===== src/rtl/lrdc_pkg.sv =====
// Shared types, constants and CRC function for the log record deframer.
package lrdc_pkg;

  localparam int unsigned HDR_BYTES = 8 + 1 + 2 + 4;
  localparam int unsigned CRC_BYTES = 4;
  localparam int unsigned SEQ_BYTES = 8;
  localparam int unsigned TYPE_POS  = 8;
  localparam int unsigned KLEN_END  = 11;

  localparam logic [31:0] CRC_POLY = 32'hEDB88320;
  localparam logic [31:0] CRC_ONES = 32'hFFFFFFFF;

  localparam int unsigned OUT_TDATA_W = 200;

  typedef enum logic [1:0] {
    PH_HEADER = 2'd0,
    PH_KEY    = 2'd1,
    PH_VALUE  = 2'd2,
    PH_CRC    = 2'd3
  } phase_t;

  typedef enum logic [2:0] {
    KIND_HEADER  = 3'd0,
    KIND_KEY     = 3'd1,
    KIND_VALUE   = 3'd2,
    KIND_CRC     = 3'd3,
    KIND_DISCARD = 3'd4,
    KIND_END     = 3'd5
  } kind_t;

  localparam logic OP_BYTE = 1'b0;
  localparam logic OP_END  = 1'b1;

  typedef struct packed {
    logic       op;
    logic [7:0] data_byte;
  } in_item_t;

  typedef struct packed {
    logic [7:0]  out_byte;
    kind_t       byte_kind;
    logic        record_done;
    logic        record_ok;
    logic        selected;
    logic [63:0] sequence_res;
    logic [7:0]  entry_type;
    logic [15:0] key_length;
    logic [31:0] value_length;
    logic        halted;
    logic        truncated;
    logic [63:0] highest_sequence;
  } result_t;

  // One byte of reflected CRC-32, bitwise over the eight steps.
  function automatic logic [31:0] crc_byte(input logic [31:0] c, input logic [7:0] b);
    logic [31:0] r;
    r = c ^ {24'd0, b};
    for (int i = 0; i < 8; i++) begin
      r = r[0] ? ((r >> 1) ^ CRC_POLY) : (r >> 1);
    end
    return r;
  endfunction

endpackage


===== src/rtl/log_record_deframer_crc_check_unit.sv =====
// Top level of the log record deframer with CRC-32 record check.
//
// Takes a log one byte per item (in_tuser = 1 marks end of log) and returns
// one result item per input item: the byte echoed with its role (header,
// key, value, crc, discarded, end report), the header fields as parsed so
// far, and on the last CRC byte of each record (out_tlast) whether the
// stored big-endian CRC-32 matched and whether it matched with a sequence at or above
// min_sequence. A mismatch halts parsing until end of log; the end-of-log
// item reports truncation and clears all parser state except min_sequence.
// Throughput is one item per clock while out_tready is high; each item passes the
// input register, then the parser's CRC byte update and counters, into the result
// register. The user must write min_sequence through cfg_* only while idle; the block does not enforce this.
module log_record_deframer_crc_check_unit
  import lrdc_pkg::*;
(
  input  logic                   clk,
  input  logic                   rst_n,
  // config: min_sequence
  input  logic                   cfg_valid,
  output logic                   cfg_ready,
  input  logic [63:0]            cfg_data,
  // input stream
  input  logic                   in_tvalid,
  output logic                   in_tready,
  input  logic [7:0]             in_tdata,   // [7:0] data_byte
  input  logic                   in_tuser,   // [0] op
  // result stream
  output logic                   out_tvalid,
  input  logic                   out_tready,
  output logic [OUT_TDATA_W-1:0] out_tdata,  // [7:0] out_byte, [8] record_ok,
                                             // [9] selected, [73:10] sequence_res,
                                             // [81:74] entry_type, [97:82] key_length,
                                             // [129:98] value_length, [130] halted,
                                             // [131] truncated, [195:132] highest_sequence,
                                             // [199:196] zero
  output logic [2:0]             out_tuser,  // [2:0] byte_kind
  output logic                   out_tlast   // record_done
);

  logic [63:0] min_seq_r;
  logic        item_vld;
  in_item_t    item;
  logic        take;
  logic        out_free;
  result_t     res;
  result_t     res_r;
  logic        out_vld_r;

  assign cfg_ready = 1'b1;

  always_ff @(posedge clk) begin
    if (!rst_n) begin
      min_seq_r <= '0;
    end else if (cfg_valid) begin
      min_seq_r <= cfg_data;
    end
  end

  // result register drains while a new item moves in
  assign out_free = !out_vld_r || out_tready;
  assign take     = item_vld && out_free;

  lrdc_in_stage u_in (
    .clk       (clk),
    .rst_n     (rst_n),
    .in_tvalid (in_tvalid),
    .in_tready (in_tready),
    .in_tdata  (in_tdata),
    .in_tuser  (in_tuser),
    .item_vld  (item_vld),
    .item      (item),
    .take      (take)
  );

  lrdc_parser u_parser (
    .clk     (clk),
    .rst_n   (rst_n),
    .step    (take),
    .item    (item),
    .min_seq (min_seq_r),
    .res     (res)
  );

  always_ff @(posedge clk) begin
    if (!rst_n) begin
      out_vld_r <= 1'b0;
    end else if (out_free) begin
      out_vld_r <= take;
    end
  end

  always_ff @(posedge clk) begin
    if (take) begin
      res_r <= res;
    end
  end

  assign out_tvalid = out_vld_r;
  assign out_tuser  = res_r.byte_kind;
  assign out_tlast  = res_r.record_done;
  assign out_tdata  = {4'd0,
                       res_r.highest_sequence,
                       res_r.truncated,
                       res_r.halted,
                       res_r.value_length,
                       res_r.key_length,
                       res_r.entry_type,
                       res_r.sequence_res,
                       res_r.selected,
                       res_r.record_ok,
                       res_r.out_byte};

endmodule


===== src/rtl/lrdc_in_stage.sv =====
// Input register stage: captures one stream item, releases it when downstream takes it.
module lrdc_in_stage
  import lrdc_pkg::*;
(
  input  logic       clk,
  input  logic       rst_n,
  input  logic       in_tvalid,
  output logic       in_tready,
  input  logic [7:0] in_tdata,
  input  logic       in_tuser,
  output logic       item_vld,
  output in_item_t   item,
  input  logic       take
);

  logic     vld_r;
  in_item_t item_r;

  assign in_tready = !vld_r || take;
  assign item_vld  = vld_r;
  assign item      = item_r;

  always_ff @(posedge clk) begin
    if (!rst_n) begin
      vld_r <= 1'b0;
    end else if (in_tready) begin
      vld_r <= in_tvalid;
    end
  end

  always_ff @(posedge clk) begin
    if (in_tvalid && in_tready) begin
      item_r.op        <= in_tuser;
      item_r.data_byte <= in_tdata;
    end
  end

endmodule


===== src/rtl/lrdc_parser.sv =====
// Record parser: header/key/value/CRC phases, CRC update, record report.
module lrdc_parser
  import lrdc_pkg::*;
(
  input  logic        clk,
  input  logic        rst_n,
  input  logic        step,
  input  in_item_t    item,
  input  logic [63:0] min_seq,
  output result_t     res
);

  phase_t      phase_r, phase_nxt;
  logic [31:0] cnt_r, cnt_nxt;
  logic [31:0] crc_r, crc_nxt;
  logic [63:0] seq_r, seq_nxt;
  logic [7:0]  type_r, type_nxt;
  logic [15:0] klen_r, klen_nxt;
  logic [31:0] vlen_r, vlen_nxt;
  logic [31:0] scrc_r, scrc_nxt;
  logic        halt_r, halt_nxt;
  logic [63:0] max_r, max_nxt;

  logic [32:0] cnt_inc;
  logic [31:0] crc_upd;
  logic [31:0] scrc_shift;
  logic        crc_last;
  logic        crc_match;
  logic        is_end;

  assign is_end     = (item.op == OP_END);
  assign cnt_inc    = {1'b0, cnt_r} + 33'd1;
  assign crc_upd    = crc_byte(crc_r, item.data_byte);
  assign scrc_shift = {scrc_r[23:0], item.data_byte};
  assign crc_last   = (cnt_inc >= 33'(CRC_BYTES));
  assign crc_match  = (scrc_shift == (crc_r ^ CRC_ONES));

  // next state
  always_comb begin
    phase_nxt = phase_r;
    cnt_nxt   = cnt_r;
    crc_nxt   = crc_r;
    seq_nxt   = seq_r;
    type_nxt  = type_r;
    klen_nxt  = klen_r;
    vlen_nxt  = vlen_r;
    scrc_nxt  = scrc_r;
    halt_nxt  = halt_r;
    max_nxt   = max_r;
    if (is_end) begin
      phase_nxt = PH_HEADER;
      cnt_nxt   = '0;
      crc_nxt   = CRC_ONES;
      seq_nxt   = '0;
      type_nxt  = '0;
      klen_nxt  = '0;
      vlen_nxt  = '0;
      scrc_nxt  = '0;
      halt_nxt  = 1'b0;
      max_nxt   = '0;
    end else if (!halt_r) begin
      unique case (phase_r)
        PH_HEADER: begin
          crc_nxt = crc_upd;
          if (cnt_r < 32'(SEQ_BYTES)) begin
            seq_nxt = {seq_r[55:0], item.data_byte};
          end else if (cnt_r == 32'(TYPE_POS)) begin
            type_nxt = item.data_byte;
          end else if (cnt_r < 32'(KLEN_END)) begin
            klen_nxt = {klen_r[7:0], item.data_byte};
          end else begin
            vlen_nxt = {vlen_r[23:0], item.data_byte};
          end
          cnt_nxt = cnt_inc[31:0];
          if (cnt_inc >= 33'(HDR_BYTES)) begin
            cnt_nxt = '0;
            if (klen_nxt != '0) begin
              phase_nxt = PH_KEY;
            end else if (vlen_nxt != '0) begin
              phase_nxt = PH_VALUE;
            end else begin
              phase_nxt = PH_CRC;
            end
          end
        end
        PH_KEY: begin
          crc_nxt = crc_upd;
          cnt_nxt = cnt_inc[31:0];
          if (cnt_inc >= {17'd0, klen_r}) begin
            cnt_nxt   = '0;
            phase_nxt = (vlen_r != '0) ? PH_VALUE : PH_CRC;
          end
        end
        PH_VALUE: begin
          crc_nxt = crc_upd;
          cnt_nxt = cnt_inc[31:0];
          if (cnt_inc >= {1'b0, vlen_r}) begin
            cnt_nxt   = '0;
            phase_nxt = PH_CRC;
          end
        end
        PH_CRC: begin
          scrc_nxt = scrc_shift;
          cnt_nxt  = cnt_inc[31:0];
          if (crc_last) begin
            if (crc_match) begin
              if (seq_r > max_r) begin
                max_nxt = seq_r;
              end
            end else begin
              halt_nxt = 1'b1;
            end
            cnt_nxt   = '0;
            crc_nxt   = CRC_ONES;
            phase_nxt = PH_HEADER;
          end
        end
        default: phase_nxt = PH_HEADER;
      endcase
    end
  end

  // result item
  always_comb begin
    res                  = '0;
    res.out_byte         = is_end ? 8'd0 : item.data_byte;
    res.sequence_res     = is_end ? seq_r : seq_nxt;
    res.entry_type       = is_end ? type_r : type_nxt;
    res.key_length       = is_end ? klen_r : klen_nxt;
    res.value_length     = is_end ? vlen_r : vlen_nxt;
    res.halted           = is_end ? halt_r : halt_nxt;
    res.highest_sequence = is_end ? max_r : max_nxt;
    if (is_end) begin
      res.byte_kind = KIND_END;
      res.truncated = !halt_r && (phase_r != PH_HEADER || cnt_r != '0);
    end else if (halt_r) begin
      res.byte_kind = KIND_DISCARD;
    end else begin
      unique case (phase_r)
        PH_HEADER: res.byte_kind = KIND_HEADER;
        PH_KEY:    res.byte_kind = KIND_KEY;
        PH_VALUE:  res.byte_kind = KIND_VALUE;
        PH_CRC: begin
          res.byte_kind = KIND_CRC;
          if (crc_last) begin
            res.record_done = 1'b1;
            res.record_ok   = crc_match;
            res.selected    = crc_match && (seq_r >= min_seq);
          end
        end
        default: res.byte_kind = KIND_HEADER;
      endcase
    end
  end

  always_ff @(posedge clk) begin
    if (!rst_n) begin
      phase_r <= PH_HEADER;
      cnt_r   <= '0;
      crc_r   <= CRC_ONES;
      seq_r   <= '0;
      type_r  <= '0;
      klen_r  <= '0;
      vlen_r  <= '0;
      scrc_r  <= '0;
      halt_r  <= 1'b0;
      max_r   <= '0;
    end else if (step) begin
      phase_r <= phase_nxt;
      cnt_r   <= cnt_nxt;
      crc_r   <= crc_nxt;
      seq_r   <= seq_nxt;
      type_r  <= type_nxt;
      klen_r  <= klen_nxt;
      vlen_r  <= vlen_nxt;
      scrc_r  <= scrc_nxt;
      halt_r  <= halt_nxt;
      max_r   <= max_nxt;
    end
  end

endmodule

===== config.mk =====
export PLATFORM = sky130hd
export DESIGN_NAME = log_record_deframer_crc_check_unit
export DESIGN_NICKNAME = d
export VERILOG_FILES = /design/src/rtl/lrdc_pkg.sv /design/src/rtl/log_record_deframer_crc_check_unit.sv /design/src/rtl/lrdc_in_stage.sv /design/src/rtl/lrdc_parser.sv
export SDC_FILE = /design/constraint.sdc
export NUM_CORES = 1
export LEC_CHECK = 0
export ABC_CLOCK_PERIOD_IN_PS = 9800
export BUFFER_PORTS_ARGS = -buffer_cell sky130_fd_sc_hd__buf_2
export CORE_MARGIN = 2
export CORE_UTILIZATION = 60
export DETAILED_ROUTE_END_ITERATION = 16
export GPL_TIMING_DRIVEN = 0
export MAX_ROUTING_LAYER = met4
export PLACE_DENSITY = 0.84
export SLEW_MARGIN = 0
export SYNTH_ARGS = -nofsm -noshare
export SYNTH_HDL_FRONTEND = slang
export SYNTH_SLANG_ARGS = --single-unit

===== constraint.sdc =====
create_clock -name clk -period 9.8 [get_ports clk]
set_input_delay 0.98 -clock clk [delete_from_list [all_inputs] [get_ports clk]]
set_output_delay 0.98 -clock clk [all_outputs]
set_load 0.1 [all_outputs]

# Word level (Yosys, flattened, before mapping)

Cells that the tools add are included.

Output and inout port bits: 207
Word-level logic and storage cells: 163
Flip-flop bits (word level): 550
Input bits: 78

Bitwise logic cells: 12
Mux-type cells: 79
Order comparisons: 8
Add/sub/neg operators: 1
Reduce and logical (&&, ||, !) cells: 25
Equal/unequal tests: 10

Operator list:

| kind                                                                                 | number |
|---|---|
| 32-bit two-way mux                                                                   | 27 |
| 64-bit two-way mux                                                                   | 12 |
| 16-bit two-way mux                                                                   | 10 |
| 32-bit one-hot mux with 4 select lines                                               | 1 |
| 13-bit inverter with 14-bit output                                                   | 8 |
| 32-bit nonzero test                                                                  | 3 |
| 24-bit two-way mux                                                                   | 3 |
| 64-bit greater-or-equal comparator                                                   | 1 |
| 64-bit > comparator                                                                  | 1 |
| 32-bit by 4-bit < comparator with 1-bit output, second input constant                | 2 |
| 32-bit one-hot mux with 2 select lines                                               | 1 |
| 8-bit two-way mux                                                                    | 6 |
| 32-bit by 1-bit adder with 33-bit output, second input constant                      | 1 |
| 33-bit by 16-bit greater-or-equal comparator with 1-bit output                       | 1 |
| 33-bit by 3-bit greater-or-equal comparator with 1-bit output, second input constant | 1 |
| 33-bit by 32-bit greater-or-equal comparator with 1-bit output                       | 1 |
| 33-bit by 4-bit greater-or-equal comparator with 1-bit output, second input constant | 1 |
| 32-bit equality test                                                                 | 1 |
| 32-bit by 4-bit equality test with 1-bit output, second input constant               | 1 |
| 32-bit inverter                                                                      | 1 |
| 32-bit by 8-bit XOR with 32-bit output                                               | 1 |
| 16-bit nonzero test                                                                  | 1 |
| 2-bit two-way mux                                                                    | 7 |
| 3-bit by 2-bit inequality test with 1-bit output, second input constant              | 4 |
| other kinds (19)                                                                     | 39 |

# Depth between registers and ports, before layout

Gate-level depths: netlist of run 1.

Word-level depth: 20
Depth in mapped cells: 19

# By module

From an unflattened synthesis of run 1, not the netlist that was laid out.

Cells, all modules: 2668
Area total of the unflattened synthesis: 27584.0 um^2

By module, submodules not included:

| module                             | sequential area each (um^2) | times used | area each (um^2) | cells each |
|---|---|---|---|---|
| lrdc_parser                        | 5505.3                      | 1          | 18680.4          | 2237 |
| log_record_deframer_crc_check_unit | 7307.0                      | 1          | 8575.7           | 417 |
| lrdc_in_stage                      | 290.3                       | 1          | 327.8            | 14 |

# Worst setup path after synthesis of run 1

Ideal clock, no wire load.

Path type: reg-to-reg
Start: register out_vld_r, in the netlist out_tvalid
End: register u_parser.seq_r[10]
Arrival: 7700 ps
Stages on the path, launching flop included: 8
Required time: 9735 ps
Setup slack: 2035 ps
Library setup time: 65 ps
Period minus slack after synthesis: 7765 ps
Cells stage by stage: dfxtp_1 > nor2b_1 > nand2b_1 > clkinv_1 > o21ai_1 > clkbuf_1 > a22oi_1 > nor2_1

Cells in the longest elaborated chain, start to end: 3

RTL lines:

| element                | line                                     | RTL |
|---|---|---|
| from (decl)            | log_record_deframer_crc_check_unit.sv:47 | `logic out_vld_r;` |
| from (signal assigned) | log_record_deframer_crc_check_unit.sv:88 | `out_vld_r <= take;` |
| 1-bit logical NOT      | log_record_deframer_crc_check_unit.sv:60 | `assign out_free = !out_vld_r \|\| out_tready;` |
| 1-bit logical OR       | log_record_deframer_crc_check_unit.sv:60 |  |
| 1-bit logical AND      | log_record_deframer_crc_check_unit.sv:61 | `assign take = item_vld && out_free;` |
| named net take         | log_record_deframer_crc_check_unit.sv:43 | `logic take;` |
| to (signal assigned)   | lrdc_parser.sv:172                       | `seq_r <= seq_nxt;` |
| to (decl)              | lrdc_parser.sv:16                        | `logic [63:0] seq_r, seq_nxt;` |

The timed path passes the listed nets, and every way through them passes these cells.
A chain may end at the register's enable or synchronous reset.

# Final worst setup path of run 1

Start: register u_parser.cnt_r[0]
End: register u_parser.cnt_r[31]

Cells in the longest elaborated chain, start to end: 6
Elaborated cells on any way between the ends: 12

RTL lines:

| element                                                                               | line               | RTL |
|---|---|---|
| from (decl)                                                                           | lrdc_parser.sv:14  | `logic [31:0] cnt_r, cnt_nxt;` |
| from (signal assigned)                                                                | lrdc_parser.sv:170 | `cnt_r <= cnt_nxt;` |
| 32-bit by 1-bit adder with 33-bit output (*)                                          | lrdc_parser.sv:32  | `assign cnt_inc = {1'b0, cnt_r} + 33'd1;` |
| 33-bit by 3-bit greater-or-equal comparator with 1-bit output (tied with other cells) | lrdc_parser.sv:35  | `assign crc_last = (cnt_inc >= 33'(CRC_BYTES));` |
| 32-bit two-way mux (on tied branches)                                                 | n/a                |  |
| 32-bit one-hot mux with 4 select lines (*)                                            | lrdc_parser.sv:62  | `unique case (phase_r)` |
| 32-bit two-way mux (*)                                                                | lrdc_parser.sv:61  | `end else if (!halt_r) begin` |
| 32-bit two-way mux (*)                                                                | lrdc_parser.sv:50  | `if (is_end) begin` |

Mark *: on every way between the ends. The rest lies on a longest branch, timed or not. The select of a mux whose other input is x is not followed.

==> summary.txt, run 1 <==
status - finished, final reports clean
Clock power frac - 41.6%
Nets - 3256
vias after detailed routing - 22600
grt total ovfl - 0
fill count - 3317
Pwr Total - 0.00546 W
Distinct cells, synth - 76
Yosys reg bits - 550
CP top delay family - compound AO/OA/AOI/OAI gates
post-synthesis mux area share - 8.81%
final worst clock skew - 22.0 ps
reg2reg path depth - 16
first-pass GRT wire length - 127 mm
CTS buffer count - 56
Synth Flop Type - dfxtp_1
Worst Hold Class - flop to flop
Synth Area in Simple Gates - 12.6%
Core Footprint - 45300 sq um
crit path launch type - flop
Detail Route Antenna Nets - 0
vias per inst - 6.21
Power Dens Cells - 173 nW/um^2
synthesized instance count - 2652
RR Startpoint - u_parser.cnt_r[0]$_SDFFE_PN0P_
initial core utilization - 60.6%
Total GRT Usage - 35.7%
worst skew pair latency - 630 ps
layout cells sized above 1 - 19.3%
Max Cap Viol - 0
Root Driver - clkbuf_16
fmax - 177 MHz
reg2reg setup slack - 4150 ps
CTS Hold Buffers Added - 0
Int Power - 0.00394 W
dpl cells - 3534
IO Pins - 285
Residual DRC - 0
most frequent cells in the layout - dfxtp_1 (341), buf_2 (307), nor2_1 (289)
Post-CTS Setup Bufs - 0
antenna violations before repair - 0
pin count of the biggest net entering global routing - 87
Hold Path Sink - u_parser.crc_r[7]$_SDFFE_PN1P_
sequential share of the synthesized area - 47.8%
slew margin rel. - 8.66%
area fraction in compound gates after synthesis - 13.2%
RR Endpoint - u_parser.cnt_r[31]$_SDFFE_PN0P_
Slowest-stage cell, CP - nor4_1
chip width - 218 um
min Tclk post-route - 5650 ps
Die Ht - 218 um
Pre-antenna DRT Iters - 6
Net Sw Frac - 27.8%
critical path endpoint category - flop
CP max FO - 10
Final Max Slew Viols - 0
Synth async-reset ratio - 0%
Port Buf Inserts - 277
sequential share of power - 45.3%
number of synthesis warnings - 0
Worst-Margin Slew - 1360 ps
Max VDD drop - 0.000133 V
WP data required - 10350 ps
unrepaired setup endpoints after global routing - no
fin crit share - 57.7%
main combinational cell family by area after synthesis - compound AO/OA/AOI/OAI gates
RePlAce Congestion - 0.985
vias in the first global route - 22300
crit path cell chain - ha_1 -> nand4_2 -> nor4_1 -> a21oi_1 -> or2_2 -> ha_1 -> a21o_1 -> a21o_1 -> a21oi_1 -> o211ai_1 -> a211o_1 -> a211o_1 -> a41oi_2 -> buf_2 -> a31oi_1 -> mux2i_1
most common cell after layout, fill and taps aside - dfxtp_1
crit path kind - flop to flop
Rows - 78
Synth Area in XOR/XNOR - 3.80%
Adder-Cell Fraction of Synth Area - 8.48%
number of flops mapped to enable cells by yosys - 209
Gate power share - 13.1%
hold path depth - 2
Cell Area, Synth - 27400 sq um
Leak - 13.2 nW
CTS tree - built
max incr delay on CP - 920 ps
Avg Inst Size Synth - 10.3 sq um
die area - 47500 sq um
initial DRC count - 2295
Psw - 0.00152 W
Post-DP HPWL - 60.1 mm
Fin. Hold Viols - 0
crit path DAT - 6200 ps
wire per inst - 22.9 um
hold_sp - u_parser.crc_r[7]$_SDFFE_PN1P_
Finished Layout Cells - 3641
worst path bufs/invs - 1
Post-CTS Resized - 0
H-tree depth - 2
area delta synth->final - 15.2%
number of clock sinks - 550
Worst-path clk slew - 60 ps
final wirelength - 83.4 mm
CTS max path bufs - 3
# setup viols final - 0
synthesized netlist by cell type, types with 5 or more instances:
cell	count	area share (%)
dfxtp_1	341	25
nor2_1	289	4.0
edfxtp_1	209	23
inv_1	193	2.6
ha_1	186	8.5
a22oi_1	144	3.9
mux2_2	143	5.9
nand2_1	114	1.6
clkbuf_1	109	1.5
o21ai_0	95	1.7
xnor2_1	77	2.5
mux2i_1	76	2.8
a22o_1	64	2.0
a21o_1	63	1.7
nand4_1	63	1.4
nand3_1	51	0.93
xor2_1	42	1.3
nor3_1	41	0.75
a21oi_1	40	0.73
nor4_1	35	0.80
buf_2	30	0.55
nor2b_1	19	0.43
a32oi_1	15	0.48
and4_1	15	0.48
a211oi_1	13	0.36
o21ai_1	13	0.24
a31oi_1	12	0.27
and2_1	10	0.23
and3_1	10	0.23
buf_1	9	0.12
o211ai_1	9	0.25
or2_2	9	0.21
or3_1	9	0.21
o21a_1	8	0.22
nand2b_1	7	0.16
o31ai_1	7	0.19
buf_4	6	0.16
buf_6	6	0.25
or4_1	6	0.16
nand3b_1	5	0.14
nand4b_1	5	0.16
registers in the layout (all words and copies together), names as in the netlist, 9 cells and up:
signal and cells:
u_parser.crc_r 32, min_seq_r 64, u_in.item 9, u_parser.vlen_r 32, u_parser.klen_r 16, u_parser.cnt_r 32, out_tdata 196, u_parser.seq_r 64
u_parser.scrc_r 24, u_parser.max_r 64
how the worst max path moves through the flow:
stage	slack [ps]	to	from	depth (start not counted)
floorplan	2040	u_parser.seq_r[10]$_SDFFE_PN0P_	out_tvalid$_SDFFE_PN0P_	7
global placement	-1570	u_parser.seq_r[12]$_SDFFE_PN0P_	out_tready	8
detailed placement	4370	u_parser.cnt_r[0]$_SDFFE_PN0P_	u_parser.cnt_r[0]$_SDFFE_PN0P_	17
CTS	4300	u_parser.cnt_r[31]$_SDFFE_PN0P_	u_parser.cnt_r[0]$_SDFFE_PN0P_	17
global route	3880	u_parser.cnt_r[31]$_SDFFE_PN0P_	u_parser.cnt_r[0]$_SDFFE_PN0P_	16
finish	4150	u_parser.cnt_r[31]$_SDFFE_PN0P_	u_parser.cnt_r[0]$_SDFFE_PN0P_	16
routing by layer:
metal,vias up,track usage (%),routed length (um)
met5,-,-,0
li1,10300,-,-
met4,0,14.6,3510
met3,234,5.97,6900
met1,10900,44.6,33600
met2,1176,57.7,39400
layout make-up:
| type | count | area, sq um | area share, % |
|---|---|---|---|
| Sequential cell | 550 | 13100 | 41.5 |
| Clock inverter | 34 | 385 | 1.22 |
| Tap cell | 600 | 751 | 2.38 |
| Buffer | 160 | 706 | 2.23 |
| Antenna cell | 1 | 2.50 | 0.00792 |
| Timing Repair Buffer | 279 | 1440 | 4.56 |
| Clock buffer | 72 | 1570 | 4.98 |
| Multi-Input combinational cell | 1749 | 12900 | 40.8 |
| Inverter | 196 | 741 | 2.34 |
worst min-delay path: cells and delay by family (launching register included):
family,cells,cell delay (ps)
flops,1,310
simple gates,2,110
through the flow:
stage          area (sq um)  hold WS, ps  utilization (%)  setup slack [ps]  TNS, ps
2_1_floorplan         27400          459                -              2040        0
3_3_place_gp          29600          473             65.3             -1570  -123070
3_5_place_dp          29600          482             65.5              4370        0
4_1_cts               31600          490             69.8              4300        0
5_1_grt               31600          500             69.8              3880        0
6_report              31600          481             69.8              4150        0
power groups by stage:
stage	clock, W	combinational (W)	sequential, W
final	0.00227	0.000714	0.00248
after global routing	0.00237	0.000752	0.00248
after CTS	0.00228	0.000707	0.00247
after detailed placement	0	0.000702	0.00252
after global placement	0	0.000689	0.00253
after floorplan	0	0.000316	0.00275
cells by family (layout without fill, tap and decap cells):
kind of cell / count (synthesis) / after routing
other: 2 / 6
adder cells (fa/ha/maj): 186 / 186
multiplexers: 223 / 223
AND/OR/NAND/NOR: 704 / 704
AO/OA/AOI/OAI: 512 / 512
buffers and inverters: 356 / 741
flip-flops: 550 / 550
XOR/XNOR: 119 / 119
Note: power is estimated with default switching activity, not from simulation.
==> run 2, diff against run 1 <==
- ABC_CLOCK_PERIOD_IN_PS: 9800 -> 5600
- clock period: 9.8 -> 5.6 ns (I/O delays scaled with it)
==> run 2 against run 1 <==
Compared with the run above:
- flip-flop and latch count unchanged
- combinational power is 75% higher
- die area is the same
- clock skew grew 0.70 ps
- clock-buffer cell count down 9
- critical endpoint is now u_parser.cnt_r[23]$_SDFFE_PN0P_
==> summary.txt, run 2 (same netlist as run 1, synthesis figures left out) <==
status - finished, final reports clean (unchanged)
Worst setup startpoint - u_parser.cnt_r[0]$_SDFFE_PN0P_ (unchanged)
most common cell after layout, fill and taps aside - dfxtp_1 (unchanged)
Power Dens Cells - 303 nW/um^2 (was 173 nW/um^2)
first-pass GRT wire length - 128 mm (was 127 mm)
vias in the first global route - 21900 (was 22300)
critical path endpoint category - flop (unchanged)
fin area - 31600 sq um (unchanged)
Post-CTS Resized - 0 (unchanged)
H-tree depth - 2 (unchanged)
Worst-path clk slew - 70 ps (was 60 ps)
# setup viols final - 0 (unchanged)
vias after detailed routing - 22600 (about the same)
min Tclk post-route - 5440 ps (was 5650 ps)
initial core utilization - 60.6% (unchanged)
Post-CTS Setup Bufs - 0 (unchanged)
Ant. Diodes - 0 (was 1)
pin count of the biggest net entering global routing - 109 (was 87)
CTS max path bufs - 3 (unchanged)
Core Footprint - 45300 sq um (unchanged)
worst skew pair latency - 630 ps (about the same)
fin crit share - 97.1% (was 57.7%)
Worst Hold Class - input port to flop (was flop to flop)
Detail Route Antenna Nets - 0 (unchanged)
die area - 47500 sq um (unchanged)
IO Pins - 285 (unchanged)
CP top delay family - compound AO/OA/AOI/OAI gates (unchanged)
Die Ht - 218 um (unchanged)
RePlAce Congestion - 0.990 (was 0.985)
layout cells sized above 1 - 19.1% (was 19.3%)
Final Max Slew Viols - 0 (unchanged)
crit path cell chain - ha_1 -> nand4_2 -> or4_1 -> buf_2 -> nor3_2 -> xor2_2 -> ha_1 -> a21o_1 -> a21o_1 -> a21oi_1 -> o211ai_1 -> a211o_1 -> a211o_1 -> a41oi_4 -> buf_2 -> a31oi_1 -> mux2i_1 (was ha_1 -> nand4_2 -> nor4_1 -> a21oi_1 -> or2_2 -> ha_1 -> a21o_1 -> a21o_1 -> a21oi_1 -> o211ai_1 -> a211o_1 -> a211o_1 -> a41oi_2 -> buf_2 -> a31oi_1 -> mux2i_1)
antenna violations before repair - 0 (unchanged)
Pwr Total - 0.00959 W (was 0.00546 W)
crit path kind - flop to flop (unchanged)
Post-DP HPWL - 60.5 mm (was 60.1 mm)
Nets - 3254 (was 3256)
CTS tree - built (unchanged)
initial DRC count - 2476 (was 2295)
reg2reg setup slack - 160 ps (was 4150 ps)
Residual DRC - 0 (unchanged)
Pre-antenna DRT Iters - 6 (unchanged)
reg2reg path depth - 17 (was 16)
instance count on the critical path - 17 (was 16)
grt total ovfl - 0 (unchanged)
Max VDD drop - 0.000261 V (was 0.000133 V)
Leak - 13.1 nW (was 13.2 nW)
final wirelength - 84.1 mm (was 83.4 mm)
area delta synth->final - 15.2% (unchanged)
max reg flops - 196 (unchanged)
slew margin rel. - 5.78% (was 8.66%)
RR Endpoint - u_parser.cnt_r[23]$_SDFFE_PN0P_ (was u_parser.cnt_r[31]$_SDFFE_PN0P_)
dpl cell area - 29600 sq um (about the same)
CP Capture Point - u_parser.cnt_r[23]$_SDFFE_PN0P_ (was u_parser.cnt_r[31]$_SDFFE_PN0P_)
fmax - 184 MHz (was 177 MHz)
CTS buffer count - 55 (was 56)
Rows - 78 (unchanged)
Fin. Hold Viols - 0 (unchanged)
pre-CTS setup slack - 50.2 ps (was 4370 ps)
Setup WS post-layout - 163 ps (was 4150 ps)
crit path DAT - 5990 ps (was 6200 ps)
wire per inst - 23.1 um (was 22.9 um)
Port Buf Inserts - 277 (unchanged)
fill count - 3334 (was 3317)
vias per inst - 6.22 (was 6.21)
worst path bufs/invs - 2 (was 1)
final worst clock skew - 22.7 ps (was 22.0 ps)
Max Cap Viol - 0 (unchanged)
Root Driver - clkbuf_16 (unchanged)
Total GRT Usage - 35.9% (was 35.7%)
CTS Hold Buffers Added - 0 (unchanged)
RR Startpoint - u_parser.cnt_r[0]$_SDFFE_PN0P_ (unchanged)
Slowest-stage cell, CP - dfxtp_1 (was nor4_1)
Worst-Margin Slew - 1400 ps (was 1360 ps)
number of clock sinks - 550 (unchanged)
max incr delay on CP - 610 ps (was 920 ps)
most frequent cells in the layout - dfxtp_1 (341), buf_2 (307), nor2_1 (289) (unchanged)
crit path launch type - flop (unchanged)
chip width - 218 um (unchanged)
CP max FO - 10 (unchanged)
WP data required - 6160 ps (was 10350 ps)
-- run 2: changes by cell type in the layout (fill, tap and decap cells not counted), sizes merged --
| cell | before | now |
|---|---|---|
| bufinv | 7 | 10 |
| inv | 198 | 197 |
| clkinv | 21 | 24 |
| diode | 1 | 0 |
| clkbuf | 181 | 172 |
| clkinvlp | 4 | 6 |
| buf | 330 | 329 |
-- run 2: layout make-up --
type	count	area (sq um)	area share [%]
Timing Repair Buffer	278	1410	4.47
Tap cell	600	751	2.38
Clock buffer	63	1470	4.65
Sequential cell	550	13100	41.5
Multi-Input combinational cell	1749	12900	40.9
Buffer	160	706	2.23
Clock inverter	41	487	1.54
Inverter	196	748	2.37
-- run 2: how the worst min path moves through the flow --
| stage | startpoint | end | slack (ps) | cells past startpoint |
|---|---|---|---|---|
| 2_1_floorplan | u_parser.crc_r[2]$_SDFFE_PN1P_ | u_parser.crc_r[2]$_SDFFE_PN1P_ | 460 | 2 |
| 3_3_place_gp | u_parser.crc_r[2]$_SDFFE_PN1P_ | u_parser.crc_r[2]$_SDFFE_PN1P_ | 470 | 2 |
| 3_5_place_dp | u_parser.crc_r[2]$_SDFFE_PN1P_ | u_parser.crc_r[2]$_SDFFE_PN1P_ | 470 | 2 |
| 4_1_cts | in_tdata[4] | u_in.item[4]$_DFFE_PP_ | 90 | 1 |
| 5_1_grt | in_tdata[4] | u_in.item[4]$_DFFE_PP_ | 100 | 1 |
| 6_report | in_tdata[6] | u_in.item[6]$_DFFE_PP_ | 100 | 1 |
-- run 2: through the flow --
step	std cells	setup TNS, ps	utilization [%]	hold slack, ps
global placement	3532	-97060	65.3	470
CTS	3637	0	69.7	93.8
detailed placement	3533	0	65.4	475
finish	3637	0	69.8	103
floorplan	2655	0	-	459
global route	3637	-60.0	69.8	99.4
-- run 2: report_power, final --
part	internal [W]	total (W)	switching (W)
sequential	0.00426	0.00433	0.0000736
combinational	0.000321	0.00125	0.000933
clock	0.00235	0.00400	0.00165
total	0.00693	0.00959	0.00265
-- run 2: worst register-to-register path, stage by stage (launching register included) --
cell and delay [ps]:
dfxtp_1 610, ha_1 410, nand4_2 330, or4_1 550, buf_2 180, nor3_2 180, xor2_2 430, ha_1 340
a21o_1 190, a21o_1 170, a21oi_1 150, o211ai_1 100, a211o_1 300, a211o_1 350, a41oi_4 430, buf_2 360
a31oi_1 130, mux2i_1 170
-- run 2: layer usage --
metal,global-route usage (%),up-vias,wire length (um)
met4,12.0,0,3080
met3,5.34,215,6460
met5,-,-,0
li1,-,10300,-
met1,45.8,11000,34200
met2,58.7,1128,40400
